### config.mk
export PLATFORM = sky130hd
export DESIGN_NAME = grid_ray_caster
export DESIGN_NICKNAME = d
export VERILOG_FILES = /design/src/rtl/grc_pkg.sv /design/src/rtl/grc_ram.sv /design/src/rtl/grc_div.sv /design/src/rtl/grc_dp.sv /design/src/rtl/grc_ctrl.sv /design/src/rtl/grid_ray_caster.sv
export SDC_FILE = /design/constraint.sdc
export NUM_CORES = 2
export LEC_CHECK = 0
export ABC_CLOCK_PERIOD_IN_PS = 22000
export BUFFER_PORTS_ARGS = -buffer_cell sky130_fd_sc_hd__buf_2
export CORE_ASPECT_RATIO = 1.75
export CORE_UTILIZATION = 70
export DETAILED_ROUTE_END_ITERATION = 7
export PLACE_DENSITY = 0.89
export SLEW_MARGIN = 5
export SYNTH_ARGS = -nofsm -noshare
export SYNTH_HDL_FRONTEND = slang
export SYNTH_SLANG_ARGS = --single-unit
### constraint.sdc
create_clock -name clk_i -period 22 [get_ports clk_i]
set_input_delay 0 -clock clk_i [delete_from_list [all_inputs] [get_ports clk_i]]
set_output_delay 0 -clock clk_i [all_outputs]
set_load 0.01 [all_outputs]
### src/rtl/grc_pkg.sv
`timescale 1ns / 1ps
// ----------------------------------------------------------------------------
// Grid ray caster package
// Shared constants, controller states and the command/status structs.
// ----------------------------------------------------------------------------
package grc_pkg;

  localparam int FB         = 16;                    // fraction bits
  localparam int MAP_W      = 16;
  localparam int MAP_H      = 16;
  localparam int MAP_DEPTH  = MAP_W * MAP_H;
  localparam int ADDR_W     = $clog2(MAP_DEPTH);
  localparam int IDX_W      = 4;                     // bits of one cell index
  localparam int CELL_W     = 6;                     // signed walk cell index
  localparam int ORG_W      = 20;
  localparam int DIR_W      = 18;
  localparam int DIST_W     = 24;
  localparam int WC_W       = 16;
  localparam int STEP_W     = 2 * FB + 1;            // holds 2^(2F)
  localparam int SIDE_W     = 40;
  localparam int NUM_W      = 24;
  localparam int DIV_W      = NUM_W + FB;
  localparam int DVS_W      = DIR_W;
  localparam int FRAC_W     = FB + 1;                // 0 .. 2^F
  localparam int PROD_W     = 2 * FRAC_W;
  localparam int WPROD_W    = DIST_W + 1 + DIR_W;
  localparam int EPS_RAW    = ((1 << FB) + 5000) / 10000;
  localparam int EPS        = (EPS_RAW == 0) ? 1 : EPS_RAW;
  localparam int WALK_LIMIT = MAP_W + MAP_H + 2;
  localparam int CNT_W      = $clog2(WALK_LIMIT + 1);
  localparam logic [DIST_W-1:0] DIST_TOP = '1;

  // operation codes of an input transaction
  localparam logic OP_WRITE = 1'b0;
  localparam logic OP_CAST  = 1'b1;

  typedef enum logic [3:0] {
    ST_IDLE, ST_DX_GO, ST_DX_WAIT, ST_DY_GO, ST_DY_WAIT,
    ST_MUL0, ST_MUL1, ST_MUL2, ST_MUL3, ST_MUL4,
    ST_WALK, ST_PROBE, ST_DD_GO, ST_DD_WAIT, ST_WMUL, ST_OUT
  } state_e;

  typedef enum logic [1:0] {DIV_STEP_X, DIV_STEP_Y, DIV_DIST} div_sel_e;
  typedef enum logic [1:0] {MUL_X_HI, MUL_X_LO, MUL_Y_HI, MUL_Y_LO} mul_sel_e;
  typedef enum logic [2:0] {ACC_NONE, ACC_SET_X, ACC_ADD_X, ACC_SET_Y, ACC_ADD_Y} acc_op_e;

  typedef struct packed {
    logic     wr_cell;
    logic     load;
    logic     div_start;
    logic     div_store;
    div_sel_e div_sel;
    logic     mul_en;
    mul_sel_e mul_sel;
    acc_op_e  acc_op;
    logic     step;
    logic     wall_mul;
    logic     out_en;
  } cmd_t;

  typedef struct packed {
    logic div_done;
    logic hit;
    logic limit;
  } status_t;

endpackage

### src/rtl/grc_ram.sv
`timescale 1ns / 1ps
// ----------------------------------------------------------------------------
// Generic RAM
// One write port, one read port with registered read data.
// ----------------------------------------------------------------------------
module grc_ram #(
  parameter int WIDTH = 1,
  parameter int DEPTH = 256
) (
  input  logic                     clk_i,
  input  logic                     we_i,
  input  logic [$clog2(DEPTH)-1:0] waddr_i,
  input  logic [WIDTH-1:0]         wdata_i,
  input  logic [$clog2(DEPTH)-1:0] raddr_i,
  output logic [WIDTH-1:0]         rdata_o
);

  logic [WIDTH-1:0] mem [DEPTH];
  logic [WIDTH-1:0] rdata_q;

  always_ff @(posedge clk_i) begin
    if (we_i) begin
      mem[waddr_i] <= wdata_i;
    end
    rdata_q <= mem[raddr_i];
  end

  assign rdata_o = rdata_q;

endmodule

### src/rtl/grc_div.sv
`timescale 1ns / 1ps
// ----------------------------------------------------------------------------
// Restoring divider
// Unsigned, one quotient bit per cycle, done pulses for one cycle.
// ----------------------------------------------------------------------------
module grc_div
  import grc_pkg::*;
(
  input  logic             clk_i,
  input  logic             rst_ni,
  input  logic             start_i,
  input  logic [DIV_W-1:0] dividend_i,
  input  logic [DVS_W-1:0] divisor_i,
  output logic             done_o,
  output logic [DIV_W-1:0] quotient_o
);

  localparam int DCNT_W = $clog2(DIV_W + 1);

  logic              busy_q, busy_d;
  logic              done_q, done_d;
  logic [DCNT_W-1:0] cnt_q, cnt_d;
  logic [DIV_W-1:0]  quo_q, quo_d;
  logic [DVS_W-1:0]  rem_q, rem_d;
  logic [DVS_W-1:0]  dvs_q, dvs_d;
  logic [DVS_W:0]    shifted;
  logic              ge;

  assign shifted = {rem_q, quo_q[DIV_W-1]};
  assign ge      = shifted >= {1'b0, dvs_q};

  always_comb begin
    busy_d = busy_q;
    done_d = 1'b0;
    cnt_d  = cnt_q;
    quo_d  = quo_q;
    rem_d  = rem_q;
    dvs_d  = dvs_q;
    if (start_i) begin
      busy_d = 1'b1;
      cnt_d  = DCNT_W'(DIV_W);
      quo_d  = dividend_i;
      rem_d  = '0;
      dvs_d  = divisor_i;
    end else if (busy_q) begin
      rem_d = ge ? DVS_W'(shifted - {1'b0, dvs_q}) : shifted[DVS_W-1:0];
      quo_d = {quo_q[DIV_W-2:0], ge};
      cnt_d = cnt_q - 1'b1;
      if (cnt_q == DCNT_W'(1)) begin
        busy_d = 1'b0;
        done_d = 1'b1;
      end
    end
  end

  always_ff @(posedge clk_i or negedge rst_ni) begin
    if (!rst_ni) begin
      busy_q <= 1'b0;
      done_q <= 1'b0;
      cnt_q  <= '0;
    end else begin
      busy_q <= busy_d;
      done_q <= done_d;
      cnt_q  <= cnt_d;
    end
  end

  always_ff @(posedge clk_i) begin
    quo_q <= quo_d;
    rem_q <= rem_d;
    dvs_q <= dvs_d;
  end

  assign done_o     = done_q;
  assign quotient_o = quo_q;

endmodule

### src/rtl/grc_dp.sv
`timescale 1ns / 1ps
// ----------------------------------------------------------------------------
// Ray caster datapath
// Wall map, step and side distances, DDA walk, distance and wall coordinate.
// ----------------------------------------------------------------------------
module grc_dp
  import grc_pkg::*;
(
  input  logic                     clk_i,
  input  logic                     rst_ni,
  input  cmd_t                     cmd_i,
  output status_t                  status_o,
  input  logic [IDX_W-1:0]         cell_x_i,
  input  logic [IDX_W-1:0]         cell_y_i,
  input  logic                     cell_is_wall_i,
  input  logic [ORG_W-1:0]         origin_x_i,
  input  logic [ORG_W-1:0]         origin_y_i,
  input  logic signed [DIR_W-1:0]  direction_x_i,
  input  logic signed [DIR_W-1:0]  direction_y_i,
  output logic                     result_valid_o,
  output logic [DIST_W-1:0]        hit_distance_o,
  output logic [WC_W-1:0]          wall_coordinate_o,
  output logic signed [CELL_W-1:0] hit_cell_x_o,
  output logic signed [CELL_W-1:0] hit_cell_y_o,
  output logic                     vertical_side_o
);

  localparam logic [FRAC_W-1:0] ONE_F     = FRAC_W'(1) << FB;
  localparam logic [STEP_W-1:0] DELTA_MAX = STEP_W'(1) << (2 * FB);

  // operands and walk state
  logic [ORG_W-1:0]         ox_q, oy_q;
  logic signed [DIR_W-1:0]  dx_q, dy_q;
  logic [FRAC_W-1:0]        fx_q, fy_q;
  logic [STEP_W-1:0]        stepx_q, stepy_q;
  logic [SIDE_W-1:0]        sidex_q, sidey_q;
  logic signed [CELL_W-1:0] cx_q, cy_q;
  logic                     vert_q;
  logic [CNT_W-1:0]         cnt_q;
  logic [PROD_W-1:0]        prod_q;
  logic [DIST_W-1:0]        dist_q;
  logic signed [WPROD_W-1:0] wprod_q;
  logic                     oob_q, vld_q;
  logic [MAP_DEPTH-1:0]     valid_q;

  // result registers
  logic                     res_valid_q;
  logic [DIST_W-1:0]        res_dist_q;
  logic [WC_W-1:0]          res_wc_q;
  logic signed [CELL_W-1:0] res_cx_q, res_cy_q;
  logic                     res_vert_q;

  logic                     dxneg, dyneg;
  logic [DIR_W-1:0]         magx, magy, divx, divy;
  logic                     smallx, smally;
  logic                     div_done;
  logic [DIV_W-1:0]         quotient, div_dividend;
  logic [DVS_W-1:0]         div_divisor;
  logic signed [NUM_W-1:0]  num;
  logic [NUM_W-1:0]         mag_num;
  logic                     num_neg, div_neg, dist_neg;
  logic [DIST_W-1:0]        dist_calc;
  logic [FRAC_W-1:0]        mul_a, mul_b;
  logic                     lt;
  logic signed [CELL_W-1:0] nx, ny;
  logic [ADDR_W-1:0]        raddr, waddr;
  logic                     ram_rd;
  logic                     oob_next;
  logic signed [DIR_W-1:0]  comp;
  logic [ORG_W-1:0]         org_other;
  logic                     flip;
  logic [WC_W-1:0]          u_raw, u_fin;

  assign dxneg  = dx_q[DIR_W-1];
  assign dyneg  = dy_q[DIR_W-1];
  assign magx   = dxneg ? DIR_W'(-dx_q) : DIR_W'(dx_q);
  assign magy   = dyneg ? DIR_W'(-dy_q) : DIR_W'(dy_q);
  assign smallx = magx < DIR_W'(EPS);
  assign smally = magy < DIR_W'(EPS);
  assign divx   = smallx ? DIR_W'(EPS) : magx;
  assign divy   = smally ? DIR_W'(EPS) : magy;

  // numerator of the distance: offset from origin to the entered cell face
  always_comb begin
    if (vert_q) begin
      num = NUM_W'($signed({cx_q, FB'(0)})) - $signed(NUM_W'(ox_q))
          + (dxneg ? $signed(NUM_W'(ONE_F)) : $signed(NUM_W'(0)));
      div_neg = !smallx && dxneg;
    end else begin
      num = NUM_W'($signed({cy_q, FB'(0)})) - $signed(NUM_W'(oy_q))
          + (dyneg ? $signed(NUM_W'(ONE_F)) : $signed(NUM_W'(0)));
      div_neg = !smally && dyneg;
    end
    num_neg = num[NUM_W-1];
    mag_num = num_neg ? NUM_W'(-num) : NUM_W'(num);
  end

  always_comb begin
    case (cmd_i.div_sel)
      DIV_STEP_X: begin
        div_dividend = DIV_W'(DELTA_MAX);
        div_divisor  = magx;
      end
      DIV_STEP_Y: begin
        div_dividend = DIV_W'(DELTA_MAX);
        div_divisor  = magy;
      end
      DIV_DIST: begin
        div_dividend = {mag_num, FB'(0)};
        div_divisor  = vert_q ? divx : divy;
      end
      default: begin
        div_dividend = '0;
        div_divisor  = '0;
      end
    endcase
  end

  grc_div u_div (
    .clk_i      (clk_i),
    .rst_ni     (rst_ni),
    .start_i    (cmd_i.div_start),
    .dividend_i (div_dividend),
    .divisor_i  (div_divisor),
    .done_o     (div_done),
    .quotient_o (quotient)
  );

  // opposite signs mean the face lies behind the origin: floor at epsilon
  assign dist_neg  = num_neg != div_neg;
  assign dist_calc = (dist_neg || quotient < DIV_W'(EPS)) ? DIST_W'(EPS) :
                     (quotient > DIV_W'(DIST_TOP)) ? DIST_TOP : quotient[DIST_W-1:0];

  always_comb begin
    case (cmd_i.mul_sel)
      MUL_X_HI: begin mul_a = fx_q; mul_b = stepx_q[STEP_W-1:FB]; end
      MUL_X_LO: begin mul_a = fx_q; mul_b = {1'b0, stepx_q[FB-1:0]}; end
      MUL_Y_HI: begin mul_a = fy_q; mul_b = stepy_q[STEP_W-1:FB]; end
      MUL_Y_LO: begin mul_a = fy_q; mul_b = {1'b0, stepy_q[FB-1:0]}; end
      default:  begin mul_a = '0;   mul_b = '0; end
    endcase
  end

  // one DDA step: advance along the axis whose side distance is shorter, y on a tie
  assign lt       = sidex_q < sidey_q;
  assign nx       = lt ? cx_q + (dxneg ? -CELL_W'(1) : CELL_W'(1)) : cx_q;
  assign ny       = lt ? cy_q : cy_q + (dyneg ? -CELL_W'(1) : CELL_W'(1));
  assign oob_next = (nx[CELL_W-1:IDX_W] != '0) || (ny[CELL_W-1:IDX_W] != '0);
  assign raddr    = {ny[IDX_W-1:0], nx[IDX_W-1:0]};
  assign waddr    = {cell_y_i, cell_x_i};

  grc_ram #(
    .WIDTH (1),
    .DEPTH (MAP_DEPTH)
  ) u_map (
    .clk_i   (clk_i),
    .we_i    (cmd_i.wr_cell),
    .waddr_i (waddr),
    .wdata_i (cell_is_wall_i),
    .raddr_i (raddr),
    .rdata_o (ram_rd)
  );

  always_comb begin
    if (vert_q) begin
      comp      = dy_q;
      org_other = oy_q;
      flip      = !dxneg && (dx_q != '0);
    end else begin
      comp      = dx_q;
      org_other = ox_q;
      flip      = dyneg;
    end
    u_raw = WC_W'(org_other[FB-1:0]) + wprod_q[2*FB-1:FB];
    if (flip) begin
      u_fin = (u_raw == '0) ? '1 : WC_W'(-u_raw);
    end else begin
      u_fin = u_raw;
    end
  end

  // control state
  always_ff @(posedge clk_i or negedge rst_ni) begin
    if (!rst_ni) begin
      valid_q     <= '0;
      res_valid_q <= 1'b0;
      cnt_q       <= '0;
    end else begin
      if (cmd_i.wr_cell) begin
        valid_q[waddr] <= 1'b1;
      end
      res_valid_q <= cmd_i.out_en;
      if (cmd_i.load) begin
        cnt_q <= '0;
      end else if (cmd_i.step) begin
        cnt_q <= cnt_q + 1'b1;
      end
    end
  end

  // payload
  always_ff @(posedge clk_i) begin
    if (cmd_i.load) begin
      ox_q   <= origin_x_i;
      oy_q   <= origin_y_i;
      dx_q   <= direction_x_i;
      dy_q   <= direction_y_i;
      cx_q   <= CELL_W'(origin_x_i[ORG_W-1:FB]);
      cy_q   <= CELL_W'(origin_y_i[ORG_W-1:FB]);
      vert_q <= 1'b0;
      fx_q   <= direction_x_i[DIR_W-1] ? FRAC_W'(origin_x_i[FB-1:0])
                                       : ONE_F - FRAC_W'(origin_x_i[FB-1:0]);
      fy_q   <= direction_y_i[DIR_W-1] ? FRAC_W'(origin_y_i[FB-1:0])
                                       : ONE_F - FRAC_W'(origin_y_i[FB-1:0]);
    end
    if (cmd_i.div_store && div_done) begin
      case (cmd_i.div_sel)
        DIV_STEP_X: stepx_q <= smallx ? DELTA_MAX : quotient[STEP_W-1:0];
        DIV_STEP_Y: stepy_q <= smally ? DELTA_MAX : quotient[STEP_W-1:0];
        DIV_DIST:   dist_q  <= dist_calc;
        default:    ;
      endcase
    end
    if (cmd_i.mul_en) begin
      prod_q <= mul_a * mul_b;
    end
    case (cmd_i.acc_op)
      ACC_SET_X: sidex_q <= SIDE_W'(prod_q);
      ACC_ADD_X: sidex_q <= sidex_q + SIDE_W'(prod_q >> FB);
      ACC_SET_Y: sidey_q <= SIDE_W'(prod_q);
      ACC_ADD_Y: sidey_q <= sidey_q + SIDE_W'(prod_q >> FB);
      default:   ;
    endcase
    if (cmd_i.step) begin
      cx_q   <= nx;
      cy_q   <= ny;
      vert_q <= lt;
      oob_q  <= oob_next;
      vld_q  <= valid_q[raddr];
      if (lt) begin
        sidex_q <= sidex_q + SIDE_W'(stepx_q);
      end else begin
        sidey_q <= sidey_q + SIDE_W'(stepy_q);
      end
    end
    if (cmd_i.wall_mul) begin
      wprod_q <= $signed({1'b0, dist_q}) * comp;
    end
    if (cmd_i.out_en) begin
      res_dist_q <= dist_q;
      res_wc_q   <= u_fin;
      res_cx_q   <= cx_q;
      res_cy_q   <= cy_q;
      res_vert_q <= vert_q;
    end
  end

  assign status_o.div_done = div_done;
  assign status_o.hit      = oob_q || (vld_q && ram_rd);
  assign status_o.limit    = cnt_q >= CNT_W'(WALK_LIMIT);

  assign result_valid_o    = res_valid_q;
  assign hit_distance_o    = res_dist_q;
  assign wall_coordinate_o = res_wc_q;
  assign hit_cell_x_o      = res_cx_q;
  assign hit_cell_y_o      = res_cy_q;
  assign vertical_side_o   = res_vert_q;

  a_strobe_single : assert property (@(posedge clk_i) disable iff (!rst_ni)
    res_valid_q |=> !res_valid_q)
    else $error("result strobe longer than one cycle");

  a_dist_floor : assert property (@(posedge clk_i) disable iff (!rst_ni)
    res_valid_q |-> res_dist_q >= DIST_W'(EPS))
    else $error("distance below epsilon");

  a_write_marks : assert property (@(posedge clk_i) disable iff (!rst_ni)
    cmd_i.wr_cell |=> valid_q[$past(waddr)])
    else $error("written cell not marked valid");

  a_step_adjacent : assert property (@(posedge clk_i) disable iff (!rst_ni)
    cmd_i.step |=> ((cx_q != $past(cx_q)) != (cy_q != $past(cy_q))))
    else $error("walk step did not move exactly one axis");

endmodule

### src/rtl/grc_ctrl.sv
`timescale 1ns / 1ps
// ----------------------------------------------------------------------------
// Ray caster controller
// Sequences map writes, divisions, side products, the cell walk and the result.
// ----------------------------------------------------------------------------
module grc_ctrl
  import grc_pkg::*;
(
  input  logic    clk_i,
  input  logic    rst_ni,
  input  logic    start,
  input  logic    operation_i,
  input  status_t status_i,
  output cmd_t    cmd_o,
  output logic    busy
);

  state_e state_q, state_d;

  always_comb begin
    state_d = state_q;
    case (state_q)
      ST_IDLE:    if (start && operation_i == OP_CAST) state_d = ST_DX_GO;
      ST_DX_GO:   state_d = ST_DX_WAIT;
      ST_DX_WAIT: if (status_i.div_done) state_d = ST_DY_GO;
      ST_DY_GO:   state_d = ST_DY_WAIT;
      ST_DY_WAIT: if (status_i.div_done) state_d = ST_MUL0;
      ST_MUL0:    state_d = ST_MUL1;
      ST_MUL1:    state_d = ST_MUL2;
      ST_MUL2:    state_d = ST_MUL3;
      ST_MUL3:    state_d = ST_MUL4;
      ST_MUL4:    state_d = ST_WALK;
      ST_WALK:    state_d = ST_PROBE;
      ST_PROBE:   state_d = (status_i.hit || status_i.limit) ? ST_DD_GO : ST_WALK;
      ST_DD_GO:   state_d = ST_DD_WAIT;
      ST_DD_WAIT: if (status_i.div_done) state_d = ST_WMUL;
      ST_WMUL:    state_d = ST_OUT;
      ST_OUT:     state_d = ST_IDLE;
      default:    state_d = ST_IDLE;
    endcase
  end

  always_comb begin
    cmd_o         = '0;
    cmd_o.div_sel = DIV_STEP_X;
    cmd_o.mul_sel = MUL_X_HI;
    cmd_o.acc_op  = ACC_NONE;
    case (state_q)
      ST_IDLE: begin
        cmd_o.wr_cell = start && operation_i == OP_WRITE;
        cmd_o.load    = start && operation_i == OP_CAST;
      end
      ST_DX_GO:   cmd_o.div_start = 1'b1;
      ST_DX_WAIT: cmd_o.div_store = 1'b1;
      ST_DY_GO: begin
        cmd_o.div_start = 1'b1;
        cmd_o.div_sel   = DIV_STEP_Y;
      end
      ST_DY_WAIT: begin
        cmd_o.div_store = 1'b1;
        cmd_o.div_sel   = DIV_STEP_Y;
      end
      ST_MUL0: cmd_o.mul_en = 1'b1;
      ST_MUL1: begin
        cmd_o.mul_en  = 1'b1;
        cmd_o.mul_sel = MUL_X_LO;
        cmd_o.acc_op  = ACC_SET_X;
      end
      ST_MUL2: begin
        cmd_o.mul_en  = 1'b1;
        cmd_o.mul_sel = MUL_Y_HI;
        cmd_o.acc_op  = ACC_ADD_X;
      end
      ST_MUL3: begin
        cmd_o.mul_en  = 1'b1;
        cmd_o.mul_sel = MUL_Y_LO;
        cmd_o.acc_op  = ACC_SET_Y;
      end
      ST_MUL4: cmd_o.acc_op = ACC_ADD_Y;
      ST_WALK: cmd_o.step = 1'b1;
      ST_DD_GO: begin
        cmd_o.div_start = 1'b1;
        cmd_o.div_sel   = DIV_DIST;
      end
      ST_DD_WAIT: begin
        cmd_o.div_store = 1'b1;
        cmd_o.div_sel   = DIV_DIST;
      end
      ST_WMUL: cmd_o.wall_mul = 1'b1;
      ST_OUT:  cmd_o.out_en   = 1'b1;
      default: ;
    endcase
  end

  always_ff @(posedge clk_i or negedge rst_ni) begin
    if (!rst_ni) begin
      state_q <= ST_IDLE;
    end else begin
      state_q <= state_d;
    end
  end

  assign busy = state_q != ST_IDLE;

  a_done_in_wait : assert property (@(posedge clk_i) disable iff (!rst_ni)
    status_i.div_done |-> (state_q == ST_DX_WAIT || state_q == ST_DY_WAIT ||
                           state_q == ST_DD_WAIT))
    else $error("divider finished outside a wait state");

endmodule

### src/rtl/grid_ray_caster.sv
`timescale 1ns / 1ps
// ----------------------------------------------------------------------------
// Grid ray caster
// A write transaction leaves the controller idle; busy stays low.
// A cast holds busy high until its result is strobed, for a walk of up to 34 cells;
// the next item can be taken in the cycle that the result is strobed.
// Three serial divisions (start, 40 quotient bits, done), multiply states MUL0 to MUL4,
// a WALK and a PROBE state per cell for the map RAM read, a wall product and output.
// Reset clears the strobe and every map cell reads empty through per-cell valid
// flops; the result strobe lasts one cycle and the receiver cannot stall.
// ----------------------------------------------------------------------------
module grid_ray_caster
  import grc_pkg::*;
(
  input  logic                     clk_i,
  input  logic                     rst_ni,
  input  logic                     start,
  output logic                     busy,
  input  logic                     operation_i,
  input  logic [IDX_W-1:0]         cell_x_i,
  input  logic [IDX_W-1:0]         cell_y_i,
  input  logic                     cell_is_wall_i,
  input  logic [ORG_W-1:0]         origin_x_i,
  input  logic [ORG_W-1:0]         origin_y_i,
  input  logic signed [DIR_W-1:0]  direction_x_i,
  input  logic signed [DIR_W-1:0]  direction_y_i,
  output logic                     result_valid_o,
  output logic [DIST_W-1:0]        hit_distance_o,
  output logic [WC_W-1:0]          wall_coordinate_o,
  output logic signed [CELL_W-1:0] hit_cell_x_o,
  output logic signed [CELL_W-1:0] hit_cell_y_o,
  output logic                     vertical_side_o
);

  cmd_t    cmd;
  status_t status;
  logic    go;

  assign go = start && !busy;

  grc_ctrl u_ctrl (
    .clk_i       (clk_i),
    .rst_ni      (rst_ni),
    .start       (go),
    .operation_i (operation_i),
    .status_i    (status),
    .cmd_o       (cmd),
    .busy        (busy)
  );

  grc_dp u_dp (
    .clk_i             (clk_i),
    .rst_ni            (rst_ni),
    .cmd_i             (cmd),
    .status_o          (status),
    .cell_x_i          (cell_x_i),
    .cell_y_i          (cell_y_i),
    .cell_is_wall_i    (cell_is_wall_i),
    .origin_x_i        (origin_x_i),
    .origin_y_i        (origin_y_i),
    .direction_x_i     (direction_x_i),
    .direction_y_i     (direction_y_i),
    .result_valid_o    (result_valid_o),
    .hit_distance_o    (hit_distance_o),
    .wall_coordinate_o (wall_coordinate_o),
    .hit_cell_x_o      (hit_cell_x_o),
    .hit_cell_y_o      (hit_cell_y_o),
    .vertical_side_o   (vertical_side_o)
  );

endmodule

### After elaboration in Yosys (flattened, before gate mapping)

Memory sizes are Yosys's and may differ from the RTL's. A register that Yosys moved wholly into a read port is not among the register bits.
Cells that the tools add are included.

* $add $sub $neg: 20
* $mul: 2
* $lt $le $gt $ge: 10
* eq/ne operators: 30
* multiplexer cells: 73
* bitwise logic cells: 2
* reduce and logical (&&, ||, !) cells: 40

Operator list (count)
* 256-bit bitwise OR: 1
* 40-bit 2-to-1 mux: 6
* 40-bit case mux with 2 select lines: 3
* 18-bit 2-to-1 mux: 7
* 40-bit by 18-bit adder with 40-bit output: 2
* 40-bit by 33-bit adder with 40-bit output: 2
* 16-bit 2-to-1 mux: 5
* 24-bit 2-to-1 mux: 3
* 6-bit 2-to-1 mux: 12
* 17-bit case mux with 4 select lines: 1
* 4-bit case mux with 16 select lines: 1
* 18-bit case mux with 3 select lines: 1
* 24-bit adder: 2
* 22-bit by 21-bit subtractor with 23-bit output: 2
* 40-bit by 24-bit greater-than comparator with 1-bit output, second input constant: 1
* 40-bit by 3-bit < comparator with 1-bit output, second input constant: 1
* 40-bit < comparator: 1
* 18-bit by 3-bit < comparator with 1-bit output, second input constant: 2
* 18-bit negator: 2
* 17-bit by 17-bit multiplier with 34-bit output: 1
* 17-bit 2-to-1 mux: 2
* 17-bit case mux with 2 select lines: 1
* 17-bit by 16-bit subtractor with 17-bit output, first input constant: 2
* 4-bit == test, second input constant: 8
* 47 further kinds: 108

* register bits after elaboration: 765
* bits in writable memories: 256
* bits of input ports: 89
* word-level logic and storage cells: 214
* memories: 1

Memories
* u_dp.u_map.mem: words 256, width 1, read ports 1, clocked after memory_dff 1, wr ports 1, line grc_ram.sv:18 `logic [WIDTH-1:0] mem [DEPTH];`

### Depth between registers and ports, before layout

* word-level depth: 9
* mapped depth: 34
* mapped depth without buffers: 30

### By module

From an unflattened synthesis, not the netlist that was laid out.

* cells, all modules: 7588
* area total of the unflattened synthesis: 76347.0 um^2

By module, submodules not included
* grc_dp: instances 1, cells each 6346, area an instance 60276.6 um^2
* grc_ram: instances 1, cells each 788, area an instance 11128.2 um^2
* grc_div: instances 1, cells each 398, area an instance 4514.3 um^2
* grc_ctrl: instances 1, cells each 55, area an instance 414.1 um^2
* grid_ray_caster: instances 1, cells each 1, area an instance 13.8 um^2

### Worst setup path before layout

Ideal clock, no wire load.

* kind: flip-flop to flip-flop
* start: reg u_ctrl.state_q[1]
* end: reg u_dp.prod_q[28], data pin
* setup time: 0.258 ns
* arrival time: 8.004 ns
* slack: 13.738 ns
* stages on the path, launching flop included: 31
* cells stage by stage: dfrtp_1 > clkbuf_1 > nand2_1 > nor2_1 > clkbuf_1 > nor2_1 > clkbuf_1 > mux2i_1 > nor2_1 > fa_1 > inv_1 > fa_1 > fa_1 > fa_1 > inv_1 > fa_1 > inv_1 > fa_1 > inv_1 > ha_1 > a21o_1 > a21o_1 > a21o_1 > and3_1 > a2111oi_0 > a21oi_1 > a211o_1 > and3_1 > o21a_1 > nor2_1 > xnor2_1

* cells in the longest elaborated chain, start to end: 6

RTL lines
* from (decl): line grc_ctrl.sv:18 `state_e state_q, state_d;`
* from (signal assigned): line grc_ctrl.sv:99 `state_q <= state_d;`
* 4-bit == test / 4-bit by 3-bit == test with 1-bit output (equally long branches): line grc_ctrl.sv:48 `case (state_q)`
* 2-bit case mux with 3 select lines (*): line grc_ctrl.sv:48
* 2-bit == test, or another cell as far along: line grc_dp.sv:135 `case (cmd_i.mul_sel)`
* 2-bit OR reduction (no source line)
* 17-bit case mux with 2 select lines: line grc_dp.sv:135
* 17-bit by 17-bit multiplier with 34-bit output (*): line grc_dp.sv:225 `prod_q <= mul_a * mul_b;`
* to (signal assigned): line grc_dp.sv:225
* to (decl): line grc_dp.sv:40 `logic [PROD_W-1:0] prod_q;`

Mark *: on every way between the ends. The rest lies on a longest branch, timed or not.
A chain may end at the register's enable or synchronous reset.

### Final worst setup path

* start: reg u_ctrl.state_q[0]
* end: reg u_dp.prod_q[28], data pin

Same word-level chain as after synthesis.

==> reports/qor.log <==
qor: global_routing.largest_net_degree_at_the_start_of_global_routing 169
qor: outcome.status complete, but fails checks
qor: clock_network.postCtsHoldBufs 101
qor: critical_path.timing.critical_path.to_type register
qor: routing.dr.pass1.iters 8
qor: synthesis.synth.top_cells.by_count sky130_fd_sc_hd__nand2_1, sky130_fd_sc_hd__inv_1, sky130_fd_sc_hd__nor2_1
qor: critical_path.cp-startpoint u_ctrl.state_q[0]
qor: floorplan.std_cell_rows 160
qor: critical_path.worst_path_most_repeated_cell sky130_fd_sc_hd__fa_1
qor: outcome.failed_checks DRC
qor: power_and_ir_drop.power.share.combinational 2.0%
qor: finish.flow.area_growth_from_synthesis 8.36%
qor: global_routing.antenna_found_initial 8
qor: global_routing.grt-ovfl-total 0
qor: power_and_ir_drop.totalPowerFinal 3.88 mW
qor: sta.timing.setup.tns 0 ns
qor: clock_network.cts.repair_timing.setup_buffer_count 0
qor: power_and_ir_drop.leakagePower 36.7 nW
qor: sta.setup_viol_count_final 0
qor: synthesis.synth_fp_nets 8,987
qor: synthesis.synth.top_cell.area_share 24.7%
qor: critical_path.timing.critical_path.from_type register
qor: synthesis.synth_seq_area_share 36.3%
qor: clock_network.cts.root.buffer_cell sky130_fd_sc_hd__clkbuf_16
qor: sta.fin_skew 0.0716 ns
qor: synthesis.synth_top_cell_by_area sky130_fd_sc_hd__edfxtp_1
qor: power_and_ir_drop.power.ir.vdd_worst 0.105 mV
qor: synthesis.synth.lib_cells_used.distinct 96
qor: synthesis.synth-async-reset-ratio 27.4%
qor: place.place.detailed.instances 9,260
qor: floorplan.top_level_ports 144
qor: synthesis.synth.avg_cell_area 9.64 um2
qor: critical_path.critical_path.max_stage_delay 0.68 ns
qor: sta.max_slew_margin 3.11%
qor: sta.finalCritPeriodShare 46.0%
qor: clock_network.cts_made_buffers 93
qor: critical_path.critPathArrivalTime 10.61 ns
qor: global_routing.grt_pass1_vias 68,578
qor: sta.unrepaired_setup_endpoints_after_global_routing false
qor: synthesis.netlist_top_cells_area sky130_fd_sc_hd__edfxtp_1, sky130_fd_sc_hd__fa_1, sky130_fd_sc_hd__dfrtp_1
qor: power_and_ir_drop.clkPwrFrac 46.5%
qor: clock_network.clk_latency 0.76 ns
qor: sta.worst_pin_slew 1.44 ns
qor: clock_network.htree_num_levels 3
qor: power_and_ir_drop.internal-power 3.02 mW
qor: routing.residual_drc_count 7
qor: floorplan.dieArea 0.111 mm2
qor: floorplan.chipWidth 252 um
qor: place.final_weighted_congestion_in_routability_driven_placement 1.12
qor: sta.finalHoldViolations 0
qor: run.maxCapViolations 0
qor: critical_path.worst_path_max_fanout 64
qor: synthesis.ys_warn_count 0
qor: finish.stdcell_count 9,537
qor: place.numPortBuffers 143
qor: floorplan.die_height 440 um
qor: global_routing.groute.usage.overall 49.8%
qor: global_routing.grt_pass1_wl 407,000 um
qor: routing.route.detailed.vias_per_inst 7.04
qor: power_and_ir_drop.power_per_cell_area 46.7 mW/mm2
qor: routing.initialDrtViolationCount 8,568
qor: synthesis.synth_edf_count 630
qor: critical_path.worst_ep_required_time 22.49 ns
qor: power_and_ir_drop.pwr-share-seq 51.5%
qor: critical_path.rr_startpoint u_ctrl.state_q[0]
qor: clock_network.clkSlewWorstSetupHoldPaths 0.07 ns
qor: synthesis.postSynthRegisterBits 1,004
qor: power_and_ir_drop.p_sw_share 22.2%
qor: synthesis.netlist_area 0.0766 mm2
qor: sta.fin_hold_ws 0.0139 ns
qor: sta.drv_slew 0
qor: finish.final_layout_size_suffix_gt1_share 9.96%
qor: sta.finalCriticalPeriod 10.12 ns
qor: clock_network.cts-root-to-sink-buffers 3
qor: sta.fmax 98.8 MHz
qor: floorplan.placeableCoreArea 0.109 mm2
qor: critical_path.r2r_slack 11.88 ns
qor: routing.vias 67,132
qor: synthesis.ys_dominant_reg_cell sky130_fd_sc_hd__edfxtp_1
qor: synthesis.post_synth_inst_count 7,951
qor: routing.drtAntennaViolNets 0
qor: clock_network.cts_tree built
qor: clock_network.post_cts_resized 0
qor: critical_path.criticalPathCategory reg -> reg
qor: hold_path.min-delay-path-class in -> reg
qor: clock_network.cts.sink_count 1,004
qor: routing.avgRoutedWirePerCell 28.9 um
qor: synthesis.yosysMostFrequentCell sky130_fd_sc_hd__nand2_1
qor: hold_path.min_from direction_x_i[14]
qor: critical_path.timing.critical_path.slowest_stage_cell sky130_fd_sc_hd__buf_4
qor: floorplan.initial_core_util 70.6%
qor: place.place_hpwl 188,000 um
qor: finish.fin_nets 9,034
qor: power_and_ir_drop.switching_power_total 0.861 mW
qor: routing.drt-total-wl 276,000 um
[per-layer routing]
layer / global-route usage, % / part of all wire (%)
met5: 0 / 0.028
met4: 50.3 / 12
met3: 12.5 / 11
met2: 79.9 / 46
met1: 52.5 / 30
[sequential cells by signal, indices dropped and copies added, names as in the netlist, 16 cells and up]
signal                  count
u_dp.ox_q                  19
u_dp.oy_q                  19
u_dp.stepy_q               33
u_dp.prod_q                34
u_dp.hit_distance_o        24
u_dp.fx_q                  17
u_dp.dist_q                24
u_dp.dy_q                  18
u_dp.u_map.mem            256
u_dp.fy_q                  17
u_dp.valid_q              256
u_dp.u_div.dvs_q           18
u_dp.dx_q                  18
u_dp.wall_coordinate_o     16
u_dp.stepx_q               33
u_dp.wprod_q               16
u_dp.sidey_q               40
u_dp.u_div.rem_q           18
u_dp.u_div.quotient_o      40
u_dp.sidex_q               40
[final cells by class]
cell class | count | area (um2)
clock buffer | 116 | 2490
sequential | 1004 | 27800
fill | 7240 | 25500
multi-input combinational | 5738 | 44400
tap | 1458 | 1820
clock inverter | 55 | 847
timing repair buffer | 362 | 2660
inverter | 799 | 3000
antenna | 5 | 12.5
[path summary, 6_finish.rpt]
| kind | cells past startpoint | end |
|---|---|---|
| max | 31 | u_dp.prod_q[28] |
| min | 2 | u_dp.dx_q[14] |
| max reg2reg | 31 | u_dp.prod_q[28] |
| min reg2reg | 1 | u_dp.valid_q[15] |
| max in group asynchronous | 6 | u_dp.u_div.cnt_q[2] |
| min in group asynchronous | 4 | u_dp.valid_q[57] |
[power by group through the flow]
stage | sequential [mW] | combinational [mW] | clock [mW]
global route | 2.00 | 0.0792 | 1.85
global placement | 2.04 | 0.0567 | 0
CTS | 2.00 | 0.0728 | 1.78
detailed placement | 2.04 | 0.0576 | 0
finish | 2.00 | 0.0771 | 1.81
floorplan | 2.04 | 0.0126 | 0
[critical path, delay by kind of cell, from the launching register on]
kind,cells,cell delay (ns)
buffers and inverters,7,1.79
AND/OR/NAND/NOR,9,2.19
AO/OA/AOI/OAI,7,1.87
XOR/XNOR,1,0.08
adder cells (fa/ha/maj),7,3.52
flip-flops,1,0.34
[per-stage QoR]
| step | util [%] | area, um2 | worst slack (ns) |
|---|---|---|---|
| after floorplan | - | 76600 | 13.74 |
| after global placement | 72.5 | 78600 | 12.13 |
| after detailed placement | 72.5 | 78600 | 12.14 |
| after CTS | 76.5 | 83000 | 12.08 |
| after global routing | 76.5 | 83000 | 11.54 |
| final | 76.5 | 83000 | 11.88 |
[cell usage in the layout, fill, tap and decap left out, types with 103 or more instances in the layout]
cell | synthesis | layout
sky130_fd_sc_hd__inv_1 | 795 | 795
sky130_fd_sc_hd__xnor2_1 | 184 | 184
sky130_fd_sc_hd__fa_1 | 541 | 541
sky130_fd_sc_hd__mux2i_1 | 107 | 103
sky130_fd_sc_hd__buf_4 | 1 | 117
sky130_fd_sc_hd__dfrtp_1 | 275 | 274
sky130_fd_sc_hd__edfxtp_1 | 630 | 630
sky130_fd_sc_hd__a221oi_1 | 339 | 339
sky130_fd_sc_hd__buf_2 | 26 | 141
sky130_fd_sc_hd__nand2_1 | 935 | 934
sky130_fd_sc_hd__xor2_1 | 147 | 147
sky130_fd_sc_hd__ha_1 | 406 | 406
sky130_fd_sc_hd__nand3_1 | 132 | 131
sky130_fd_sc_hd__nor2_1 | 744 | 737
sky130_fd_sc_hd__a21oi_1 | 335 | 333
sky130_fd_sc_hd__nor2b_1 | 156 | 156
sky130_fd_sc_hd__o21ai_0 | 217 | 212
sky130_fd_sc_hd__or2_2 | 296 | 295
[cell families (layout without fill, tap and decap cells)]
logic type / Yosys count / in the layout / synth area share, %
xor gates and xnor gates: 333 / 333 / 3.83
muxes: 151 / 151 / 2.04
buffers and inverters: 1209 / 1332 / 6.00
DFF: 1004 / 1004 / 36.3
other: 0 / 5 / 0
AOI/OAI and AO/OA: 1530 / 1530 / 14.1
adders and majority gates: 947 / 947 / 20.8
and+or+nand+nor: 2777 / 2777 / 17.0
(Power assumes the default switching activity.)
